<file path="src/rtl/core/aob_pkg.sv">
// Shared types and register codes for the alpha overlay blend pipeline.
package aob_pkg;

    // Configuration register indexes
    localparam int CFG_IDX_W = 3;
    localparam logic [CFG_IDX_W-1:0] CFG_WINDOW_LEFT    = 3'd0;
    localparam logic [CFG_IDX_W-1:0] CFG_WINDOW_TOP     = 3'd1;
    localparam logic [CFG_IDX_W-1:0] CFG_WINDOW_WIDTH   = 3'd2;
    localparam logic [CFG_IDX_W-1:0] CFG_WINDOW_HEIGHT  = 3'd3;
    localparam logic [CFG_IDX_W-1:0] CFG_BASE_HAS_ALPHA = 3'd4;

    localparam int CFG_DATA_W = 13;
    localparam int COORD_W    = 12;
    localparam int SUM_W      = 16;

    typedef struct packed {
        logic [7:0] blue;
        logic [7:0] green;
        logic [7:0] red;
        logic [7:0] alpha;
    } t_pixel;

    typedef struct packed {
        logic signed [CFG_DATA_W-1:0] left;
        logic signed [CFG_DATA_W-1:0] top;
        logic        [CFG_DATA_W-1:0] width;
        logic        [CFG_DATA_W-1:0] height;
        logic                         has_alpha;
    } t_win_cfg;

    // After the window decision: pixel to keep (alpha resolved) and blend inputs
    typedef struct packed {
        t_pixel keep;
        t_pixel base;
        t_pixel over;
        logic   blend;
    } t_s1;

    // After the weighted sums
    typedef struct packed {
        t_pixel           keep;
        logic [SUM_W-1:0] sum_blue;
        logic [SUM_W-1:0] sum_green;
        logic [SUM_W-1:0] sum_red;
        logic             blend;
    } t_s2;

endpackage

</file>
<file path="src/rtl/core/aob_window.sv">
// Stage one: window test and choice of pass, copy or blend for each item.
module aob_window
    import aob_pkg::*;
(
    input  logic               i_clk,
    input  logic               i_rst_n,
    input  t_win_cfg           i_cfg,
    input  logic               i_in_valid,
    output logic               o_in_ready,
    input  logic [COORD_W-1:0] i_pix_x,
    input  logic [COORD_W-1:0] i_pix_y,
    input  t_pixel             i_base,
    input  t_pixel             i_over,
    output logic               o_out_valid,
    input  logic               i_out_ready,
    output t_s1                o_data
);

    logic                 r_valid;
    t_s1                  r_data;
    t_s1                  n_data;
    logic signed [13:0]   x_s;
    logic signed [13:0]   y_s;
    logic signed [14:0]   x_end;
    logic signed [14:0]   y_end;
    logic                 in_win;
    logic                 active;
    logic                 copy;

    // Window bounds without wrap: start <= coord < start + size
    always_comb begin
        x_s   = $signed({2'b00, i_pix_x});
        y_s   = $signed({2'b00, i_pix_y});
        x_end = 15'(i_cfg.left) + $signed({2'b00, i_cfg.width});
        y_end = 15'(i_cfg.top) + $signed({2'b00, i_cfg.height});
        in_win = (x_s >= 14'(i_cfg.left)) && (15'(x_s) < x_end)
              && (y_s >= 14'(i_cfg.top)) && (15'(y_s) < y_end);
        active = in_win && (i_over.alpha != 8'd0);
        copy   = active && i_cfg.has_alpha && (i_base.alpha == 8'd0);
    end

    // Resolve the kept pixel and its alpha
    always_comb begin
        n_data       = '0;
        n_data.base  = i_base;
        n_data.over  = i_over;
        n_data.blend = active && !copy;
        n_data.keep  = copy ? i_over : i_base;
        if (active && !copy && i_cfg.has_alpha) begin
            n_data.keep.alpha = (i_base.alpha > i_over.alpha) ? i_base.alpha : i_over.alpha;
        end
    end

    // Advance when the slot is empty or downstream takes it
    assign o_in_ready = !r_valid || i_out_ready;

    always_ff @(posedge i_clk) begin
        if (!i_rst_n) begin
            r_valid <= 1'b0;
        end else if (o_in_ready) begin
            r_valid <= i_in_valid;
        end
    end

    always_ff @(posedge i_clk) begin
        if (o_in_ready && i_in_valid) begin
            r_data <= n_data;
        end
    end

    assign o_out_valid = r_valid;
    assign o_data      = r_data;

endmodule

</file>
<file path="src/rtl/core/aob_mult.sv">
// Stage two: weighted channel sums over*a + base*(255-a).
module aob_mult
    import aob_pkg::*;
(
    input  logic i_clk,
    input  logic i_rst_n,
    input  logic i_in_valid,
    output logic o_in_ready,
    input  t_s1  i_data,
    output logic o_out_valid,
    input  logic i_out_ready,
    output t_s2  o_data
);

    logic r_valid;
    t_s2  r_data;
    t_s2  n_data;

    function automatic logic [SUM_W-1:0] wsum(input logic [7:0] over, input logic [7:0] base,
                                              input logic [7:0] a);
        logic [7:0] inv;
        inv = 8'd255 - a;
        return SUM_W'(over) * SUM_W'(a) + SUM_W'(base) * SUM_W'(inv);
    endfunction

    // Form the three channel sums
    always_comb begin
        n_data           = '0;
        n_data.keep      = i_data.keep;
        n_data.blend     = i_data.blend;
        n_data.sum_blue  = wsum(i_data.over.blue, i_data.base.blue, i_data.over.alpha);
        n_data.sum_green = wsum(i_data.over.green, i_data.base.green, i_data.over.alpha);
        n_data.sum_red   = wsum(i_data.over.red, i_data.base.red, i_data.over.alpha);
    end

    assign o_in_ready = !r_valid || i_out_ready;

    always_ff @(posedge i_clk) begin
        if (!i_rst_n) begin
            r_valid <= 1'b0;
        end else if (o_in_ready) begin
            r_valid <= i_in_valid;
        end
    end

    always_ff @(posedge i_clk) begin
        if (o_in_ready && i_in_valid) begin
            r_data <= n_data;
        end
    end

    assign o_out_valid = r_valid;
    assign o_data      = r_data;

endmodule

</file>
<file path="src/rtl/core/aob_div.sv">
// Stage three: divide the sums by 255 and register the output pixel.
module aob_div
    import aob_pkg::*;
(
    input  logic   i_clk,
    input  logic   i_rst_n,
    input  logic   i_in_valid,
    output logic   o_in_ready,
    input  t_s2    i_data,
    output logic   o_out_valid,
    input  logic   i_out_ready,
    output t_pixel o_pixel
);

    logic   r_valid;
    t_pixel r_pixel;
    t_pixel n_pixel;

    // floor(s/255) for s below 65280: (s + 1 + (s >> 8)) >> 8
    function automatic logic [7:0] div255(input logic [SUM_W-1:0] s);
        logic [SUM_W-1:0] t;
        t = s + SUM_W'(1) + (s >> 8);
        return t[SUM_W-1:8];
    endfunction

    // Pick blended colors or the kept pixel
    always_comb begin
        n_pixel = i_data.keep;
        if (i_data.blend) begin
            n_pixel.blue  = div255(i_data.sum_blue);
            n_pixel.green = div255(i_data.sum_green);
            n_pixel.red   = div255(i_data.sum_red);
        end
    end

    assign o_in_ready = !r_valid || i_out_ready;

    always_ff @(posedge i_clk) begin
        if (!i_rst_n) begin
            r_valid <= 1'b0;
        end else if (o_in_ready) begin
            r_valid <= i_in_valid;
        end
    end

    always_ff @(posedge i_clk) begin
        if (o_in_ready && i_in_valid) begin
            r_pixel <= n_pixel;
        end
    end

    assign o_out_valid = r_valid;
    assign o_pixel     = r_pixel;

endmodule

</file>
<file path="src/rtl/core/alpha_overlay_blend_top.sv">
// Top level of the alpha overlay blend: configuration registers and three-stage pipeline.
//
// Usage:
//   Input channel (i_in_valid / o_in_ready) carries one base pixel with its x/y
//   position and the overlay pixel at that position. Output channel
//   (o_out_valid / i_out_ready) returns the composited pixel, one per item, in order.
//   Configuration is a plain write port (i_cfg_wr_en, i_cfg_index, i_cfg_wr_data):
//   0 window left, 1 window top (signed), 2 width, 3 height (clamped to MAX_DIM),
//   4 base has alpha. Write it only while the pipeline is empty.
//   Pipeline: three register stages (window test, weighted sums, divide by 255);
//   each item passes through them in that order, and o_out_valid is the valid
//   bit of the last stage.
//   Throughput: one item per clock while i_out_ready is high; the stages each hold one item.
//   Stall: when i_out_ready is low, items pile up in empty stages; o_in_ready
//   drops only once all three stages are full. Nothing is dropped or repeated.
//   Reset: synchronous, active low; empties the pipeline and restores the
//   register defaults (zero window, four-channel base).
module alpha_overlay_blend_top
    import aob_pkg::*;
#(
    parameter int MAX_DIM = 4096
) (
    input  logic                  i_clk,
    input  logic                  i_rst_n,
    input  logic                  i_cfg_wr_en,
    input  logic [CFG_IDX_W-1:0]  i_cfg_index,
    input  logic [CFG_DATA_W-1:0] i_cfg_wr_data,
    input  logic                  i_in_valid,
    output logic                  o_in_ready,
    input  logic [COORD_W-1:0]    i_pixel_x,
    input  logic [COORD_W-1:0]    i_pixel_y,
    input  logic [7:0]            i_base_blue,
    input  logic [7:0]            i_base_green,
    input  logic [7:0]            i_base_red,
    input  logic [7:0]            i_base_alpha,
    input  logic [7:0]            i_over_blue,
    input  logic [7:0]            i_over_green,
    input  logic [7:0]            i_over_red,
    input  logic [7:0]            i_over_alpha,
    output logic                  o_out_valid,
    input  logic                  i_out_ready,
    output logic [7:0]            o_out_blue,
    output logic [7:0]            o_out_green,
    output logic [7:0]            o_out_red,
    output logic [7:0]            o_out_alpha
);

    localparam int DIM_FULL_W = $clog2(MAX_DIM + 1);
    localparam int DIM_W      = (DIM_FULL_W > CFG_DATA_W) ? CFG_DATA_W : DIM_FULL_W;
    localparam int CMP_W      = 18;

    logic signed [CFG_DATA_W-1:0] r_left;
    logic signed [CFG_DATA_W-1:0] r_top;
    logic [DIM_W-1:0]             r_width;
    logic [DIM_W-1:0]             r_height;
    logic                         r_has_alpha;
    logic [DIM_W-1:0]             n_dim;

    t_win_cfg win_cfg;
    t_pixel   base_pix;
    t_pixel   over_pix;
    t_pixel   out_pix;
    t_s1      s1_data;
    t_s2      s2_data;
    logic     s1_valid;
    logic     s1_ready;
    logic     s2_valid;
    logic     s2_ready;

    // Saturate a size write to MAX_DIM
    always_comb begin
        if (CMP_W'(i_cfg_wr_data) > CMP_W'(MAX_DIM)) begin
            n_dim = DIM_W'(MAX_DIM);
        end else begin
            n_dim = DIM_W'(i_cfg_wr_data);
        end
    end

    // Configuration registers
    always_ff @(posedge i_clk) begin
        if (!i_rst_n) begin
            r_left      <= '0;
            r_top       <= '0;
            r_width     <= '0;
            r_height    <= '0;
            r_has_alpha <= 1'b1;
        end else if (i_cfg_wr_en) begin
            case (i_cfg_index)
                CFG_WINDOW_LEFT: begin
                    r_left <= $signed(i_cfg_wr_data);
                end
                CFG_WINDOW_TOP: begin
                    r_top <= $signed(i_cfg_wr_data);
                end
                CFG_WINDOW_WIDTH: begin
                    r_width <= n_dim;
                end
                CFG_WINDOW_HEIGHT: begin
                    r_height <= n_dim;
                end
                CFG_BASE_HAS_ALPHA: begin
                    r_has_alpha <= i_cfg_wr_data[0];
                end
                default: begin
                end
            endcase
        end
    end

    always_comb begin
        win_cfg.left      = r_left;
        win_cfg.top       = r_top;
        win_cfg.width     = CFG_DATA_W'(r_width);
        win_cfg.height    = CFG_DATA_W'(r_height);
        win_cfg.has_alpha = r_has_alpha;
    end

    assign base_pix = '{blue: i_base_blue, green: i_base_green, red: i_base_red,
                        alpha: i_base_alpha};
    assign over_pix = '{blue: i_over_blue, green: i_over_green, red: i_over_red,
                        alpha: i_over_alpha};

    aob_window u_window (
        .i_clk       (i_clk),
        .i_rst_n     (i_rst_n),
        .i_cfg       (win_cfg),
        .i_in_valid  (i_in_valid),
        .o_in_ready  (o_in_ready),
        .i_pix_x     (i_pixel_x),
        .i_pix_y     (i_pixel_y),
        .i_base      (base_pix),
        .i_over      (over_pix),
        .o_out_valid (s1_valid),
        .i_out_ready (s1_ready),
        .o_data      (s1_data)
    );

    aob_mult u_mult (
        .i_clk       (i_clk),
        .i_rst_n     (i_rst_n),
        .i_in_valid  (s1_valid),
        .o_in_ready  (s1_ready),
        .i_data      (s1_data),
        .o_out_valid (s2_valid),
        .i_out_ready (s2_ready),
        .o_data      (s2_data)
    );

    aob_div u_div (
        .i_clk       (i_clk),
        .i_rst_n     (i_rst_n),
        .i_in_valid  (s2_valid),
        .o_in_ready  (s2_ready),
        .i_data      (s2_data),
        .o_out_valid (o_out_valid),
        .i_out_ready (i_out_ready),
        .o_pixel     (out_pix)
    );

    assign o_out_blue  = out_pix.blue;
    assign o_out_green = out_pix.green;
    assign o_out_red   = out_pix.red;
    assign o_out_alpha = out_pix.alpha;

    // Oversized width write saturates
    a_width_clamp: assert property (@(posedge i_clk) disable iff (!i_rst_n)
        (i_cfg_wr_en && (i_cfg_index == CFG_WINDOW_WIDTH)
            && (CMP_W'(i_cfg_wr_data) > CMP_W'(MAX_DIM)))
        |=> (CMP_W'(r_width) == CMP_W'(MAX_DIM)))
        else $error("window width not saturated to MAX_DIM");

    // Input backpressure only when every stage holds an item and output stalls
    a_ready_full: assert property (@(posedge i_clk) disable iff (!i_rst_n)
        !o_in_ready |-> (s1_valid && s2_valid && o_out_valid && !i_out_ready))
        else $error("input stalled with a free pipeline slot");

    // Reset empties the output stage
    a_reset_empty: assert property (@(posedge i_clk)
        !i_rst_n |=> !o_out_valid)
        else $error("output valid right after reset");

endmodule
</file>
<file path="config.mk">
export PLATFORM = sky130hd
export DESIGN_NAME = alpha_overlay_blend_top
export DESIGN_NICKNAME = d
export VERILOG_FILES = /design/src/rtl/core/aob_pkg.sv /design/src/rtl/core/aob_window.sv /design/src/rtl/core/aob_mult.sv /design/src/rtl/core/aob_div.sv /design/src/rtl/core/alpha_overlay_blend_top.sv
export SDC_FILE = /design/constraint.sdc
export NUM_CORES = 1
export LEC_CHECK = 0
export BUFFER_PORTS_ARGS = -buffer_cell sky130_fd_sc_hd__buf_2
export CAP_MARGIN = 20
export CORE_MARGIN = 5
export CORE_UTILIZATION = 69
export DETAILED_ROUTE_END_ITERATION = 8
export GPL_TIMING_DRIVEN = 0
export PLACE_DENSITY = 0.95
export SLEW_MARGIN = 20
export SYNTH_ARGS = -nofsm -noshare
export SYNTH_HDL_FRONTEND = slang
export SYNTH_SLANG_ARGS = --single-unit
</file>
<file path="constraint.sdc">
create_clock -name i_clk -period 18.2 [get_ports i_clk]
set_input_delay 0.91 -clock i_clk [delete_from_list [all_inputs] [get_ports i_clk]]
set_output_delay 0.91 -clock i_clk [all_outputs]
set_load 0.02 [all_outputs]
</file>
==> flow_metrics.env <==
export IMPL_status="completed"
export IMPL_placementRows=70
export IMPL_wl_per_cell_um=21.78
export IMPL_cellLeakagePower_nw=12.73
export IMPL_grt_usage=0.3419
export IMPL_setup_worst_path_start="u_window.o_data[3]"
export IMPL_slew_violations=0
export IMPL_path_common_cell="inv_1"
export IMPL_clock_sinks=258
export IMPL_drt_pass1_iter_count=7
export IMPL_antenna_found_initial=8
export IMPL_whs_path_depth=0
export IMPL_finalSetupTns_ps=0
export IMPL_ys_seq_area_frac=0.2810
export IMPL_clock_path_buffers=3
export IMPL_cpMaxStageDelayCell="clkbuf_1"
export IMPL_r2r_cells=23
export IMPL_path_class="reg2reg"
export IMPL_final_cell_mix="453 x inv_1, 290 x fa_1, 289 x ha_1"
export IMPL_drive_gt1_frac=0.08946
export IMPL_overflow=0
export IMPL_peakVddDrop_v=0.0002869
export IMPL_setup_worst_path_end_class="flip-flop"
export IMPL_clk_pin_slew_ps=70
export IMPL_finalCritPeriodShare=0.4017
export IMPL_hold_class="reg2reg"
export IMPL_synth_edf_count=202
export IMPL_r2r_start="u_window.o_data[3]"
export IMPL_hp_start="u_mult.o_data[50]"
export IMPL_synthCells=2506
export IMPL_ys_warnings_count=0
export IMPL_post_cts_buffers=0
export IMPL_die_area_um2=41020
export IMPL_clock_latency_ps=600
export IMPL_cts_tree="yes"
export IMPL_multi_input_area_um2=16460
export IMPL_rrSetupSlack_ps=10890
export IMPL_globalplace_congestion=0.9925
export IMPL_tightest_slew_ps=1075
export IMPL_cts_hold_buf=0
export IMPL_relSlewSlack=0.2834
export IMPL_cts_repair_resize_count=0
export IMPL_grt_max_degree=26
export IMPL_nets=3375
export IMPL_finClkSkew_ps=28.69
export IMPL_crit_path_cell_trace="clkbuf_1 > clkbuf_1 > nand2_1 > fa_1 > inv_1 > ha_1 > inv_1 > fa_1 > inv_1 > fa_1 > inv_1 > fa_1 > inv_1 > fa_1 > ha_1 > inv_1 > o21bai_1 > a211oi_1 > o31ai_1 > or4_1 > a31o_2 > a21oi_1 > xnor2_1"
export IMPL_fill_cells=2132
export IMPL_critPathBufInv=8
export IMPL_hold_viol_final=0
export IMPL_grt_pass1_vias=21370
export IMPL_layout_cells_non_filler=3178
export IMPL_drcViolationCount=0
export IMPL_core_um2=36610
export IMPL_dp_hpwl_um=52630
export IMPL_num_vias=19520
export IMPL_ff_latch_area_um2=7187
export IMPL_initial_core_util=0.6987
export IMPL_max_stage_delay_ps=670
export IMPL_synth_seq_cells=258
export IMPL_arrival_ps=7650
export IMPL_die_w_um=202.5
export IMPL_drtAntennaViolNets=0
export IMPL_fin_crit_ps=7311
export IMPL_async_flop_share=0
export IMPL_cts_root_buf="clkbuf_16"
export IMPL_drt_iter0_drc=1896
export IMPL_numPortBuffers=141
export IMPL_min_to="u_div.o_pixel[1]"
export IMPL_io_pin_count=143
export IMPL_synthToLayoutAreaGrowth_pct=9.505
export IMPL_placed_cells=3126
export IMPL_mappedNetlistArea_um2=25580
export IMPL_p_per_area_nw_per_um2=198.7
export IMPL_setup_viol=0
export IMPL_vias_per_cell=6.141
export IMPL_synth_distinct_cells=70
export IMPL_worstPathMaxFanout=10
export IMPL_start_kind="flip-flop"
export IMPL_grt_pass1_wl_um=109700
export IMPL_numCtsBuffers=27
export IMPL_r2r_end="u_mult.o_data[48]"
export IMPL_rsz0062_at_grt="false"
export IMPL_mostFrequentLayoutCell="inv_1"
export IMPL_ys_flop_type="edfxtp_1"
export IMPL_cap_viol_max_count=0
export IMPL_die_height_um=202.5
export IMPL_crit_required_ps=18540
export IMPL_htreeDepth=1
export IMPL_finalWirelength_um=69220
export IMPL_cp_top_family="adder cells"
export IMPL_timing_fmax_ghz=0.1368
export IMPL_avgSynthCellArea_um2=10.21
-- metrics by stage --
| stage | hold WS, ps | total power (W) | util | cell area [um^2] | setup slack, ps |
|---|---|---|---|---|---|
| 2_1_floorplan | 400.3 | 0.003924 | - | 25590 | 10670 |
| 6_report | 417.8 | 0.005565 | 0.7651 | 28010 | 10890 |
| 5_1_grt | 425.3 | 0.006039 | 0.7647 | 28000 | 10480 |
| 3_3_place_gp | 400.8 | 0.004468 | 0.7341 | 26880 | 7251 |
| 3_5_place_dp | 404.5 | 0.004837 | 0.7415 | 27150 | 11160 |
| 4_1_cts | 418.3 | 0.005495 | 0.7647 | 28000 | 11050 |
-- per-layer routing --
layer  vias to the layer above  part of all wire  track usage  routed length, um
met5                         -            0.0010            0                 69
met4                        10             0.081       0.2245               5627
met3                       418              0.11      0.08769               7809
met2                      1309              0.47       0.5607              32270
met1                      9319              0.34       0.4005              23450
li1                       8460                 -            -                  -
-- worst register-to-register path, cell delays in order (launching register included) --
cell      delay, ps
edfxtp_1        420
clkbuf_1        660
clkbuf_1        670
nand2_1         190
fa_1            540
inv_1            50
ha_1            280
inv_1            60
fa_1            500
inv_1            60
fa_1            540
inv_1            50
fa_1            480
inv_1            50
fa_1            430
ha_1            330
inv_1            70
o21bai_1        120
a211oi_1        420
o31ai_1         180
or4_1           450
a31o_2          250
a21oi_1         160
xnor2_1          80
-- how the worst max path moves through the flow --
stage	end	depth (start not counted)	slack [ps]
CTS	u_mult.o_data[48]	23	11050
floorplan	u_mult.o_data[0]	2	10670
global placement	u_mult.o_data[17]	3	7250
global route	u_mult.o_data[48]	23	10480
detailed placement	u_mult.o_data[48]	23	11160
finish	u_mult.o_data[48]	23	10890
-- area by class of cell --
class,instances,share of cell area
Multi-Input combinational cell,1727,0.5876
Sequential cell,258,0.2566
Inverter,453,0.06071
Timing Repair Buffer,150,0.03359
Clock buffer,29,0.02439
Tap cell,468,0.02091
Buffer,70,0.009738
Clock inverter,18,0.005986
Antenna cell,5,0.0004467
-- synth_stat cells (38+ instances only) --
library cell	n	area, um^2
edfxtp_1	202	6066
ha_1	289	3616
dfxtp_1	56	1121
nor2_1	74	277.8
nand2_1	215	807.0
inv_1	453	1700
nand2b_1	69	431.7
nor2b_1	152	950.9
xnor2_1	51	446.7
a21oi_1	75	375.4
and2_1	121	757.0
a21boi_0	63	473.0
xor2_1	38	332.8
clkbuf_1	62	232.7
fa_1	290	5806
-- power breakdown --
group / leakage [nW] / internal [W] / switching (W)
clock network: 0.412 / 0.000302 / 0.000248
registers: 2.38 / 0.000943 / 0.0000835
logic: 9.94 / 0.00170 / 0.00229
-- cells by family after synthesis --
kind of cell | Yosys count | synth area share
simple gates | 731 | 0.1509
fa+ha+maj | 579 | 0.3683
buf+inv | 523 | 0.07714
compound gates | 295 | 0.07876
flops | 258 | 0.2810
xor+xnor | 89 | 0.03048
mux | 30 | 0.01326
other cells | 1 | 0.0001466
-- sequential cells by signal, indices dropped and copies added (netlist names) --
| register | flops |
|---|---|
| r_has_alpha | 1 |
| r_height | 13 |
| r_left | 13 |
| r_top | 13 |
| r_width | 13 |
| u_div.o_out_valid | 1 |
| u_div.o_pixel | 32 |
| u_mult.o_data | 81 |
| u_mult.o_out_valid | 1 |
| u_window.o_data | 89 |
| u_window.o_out_valid | 1 |
(Power assumes the default switching activity.)
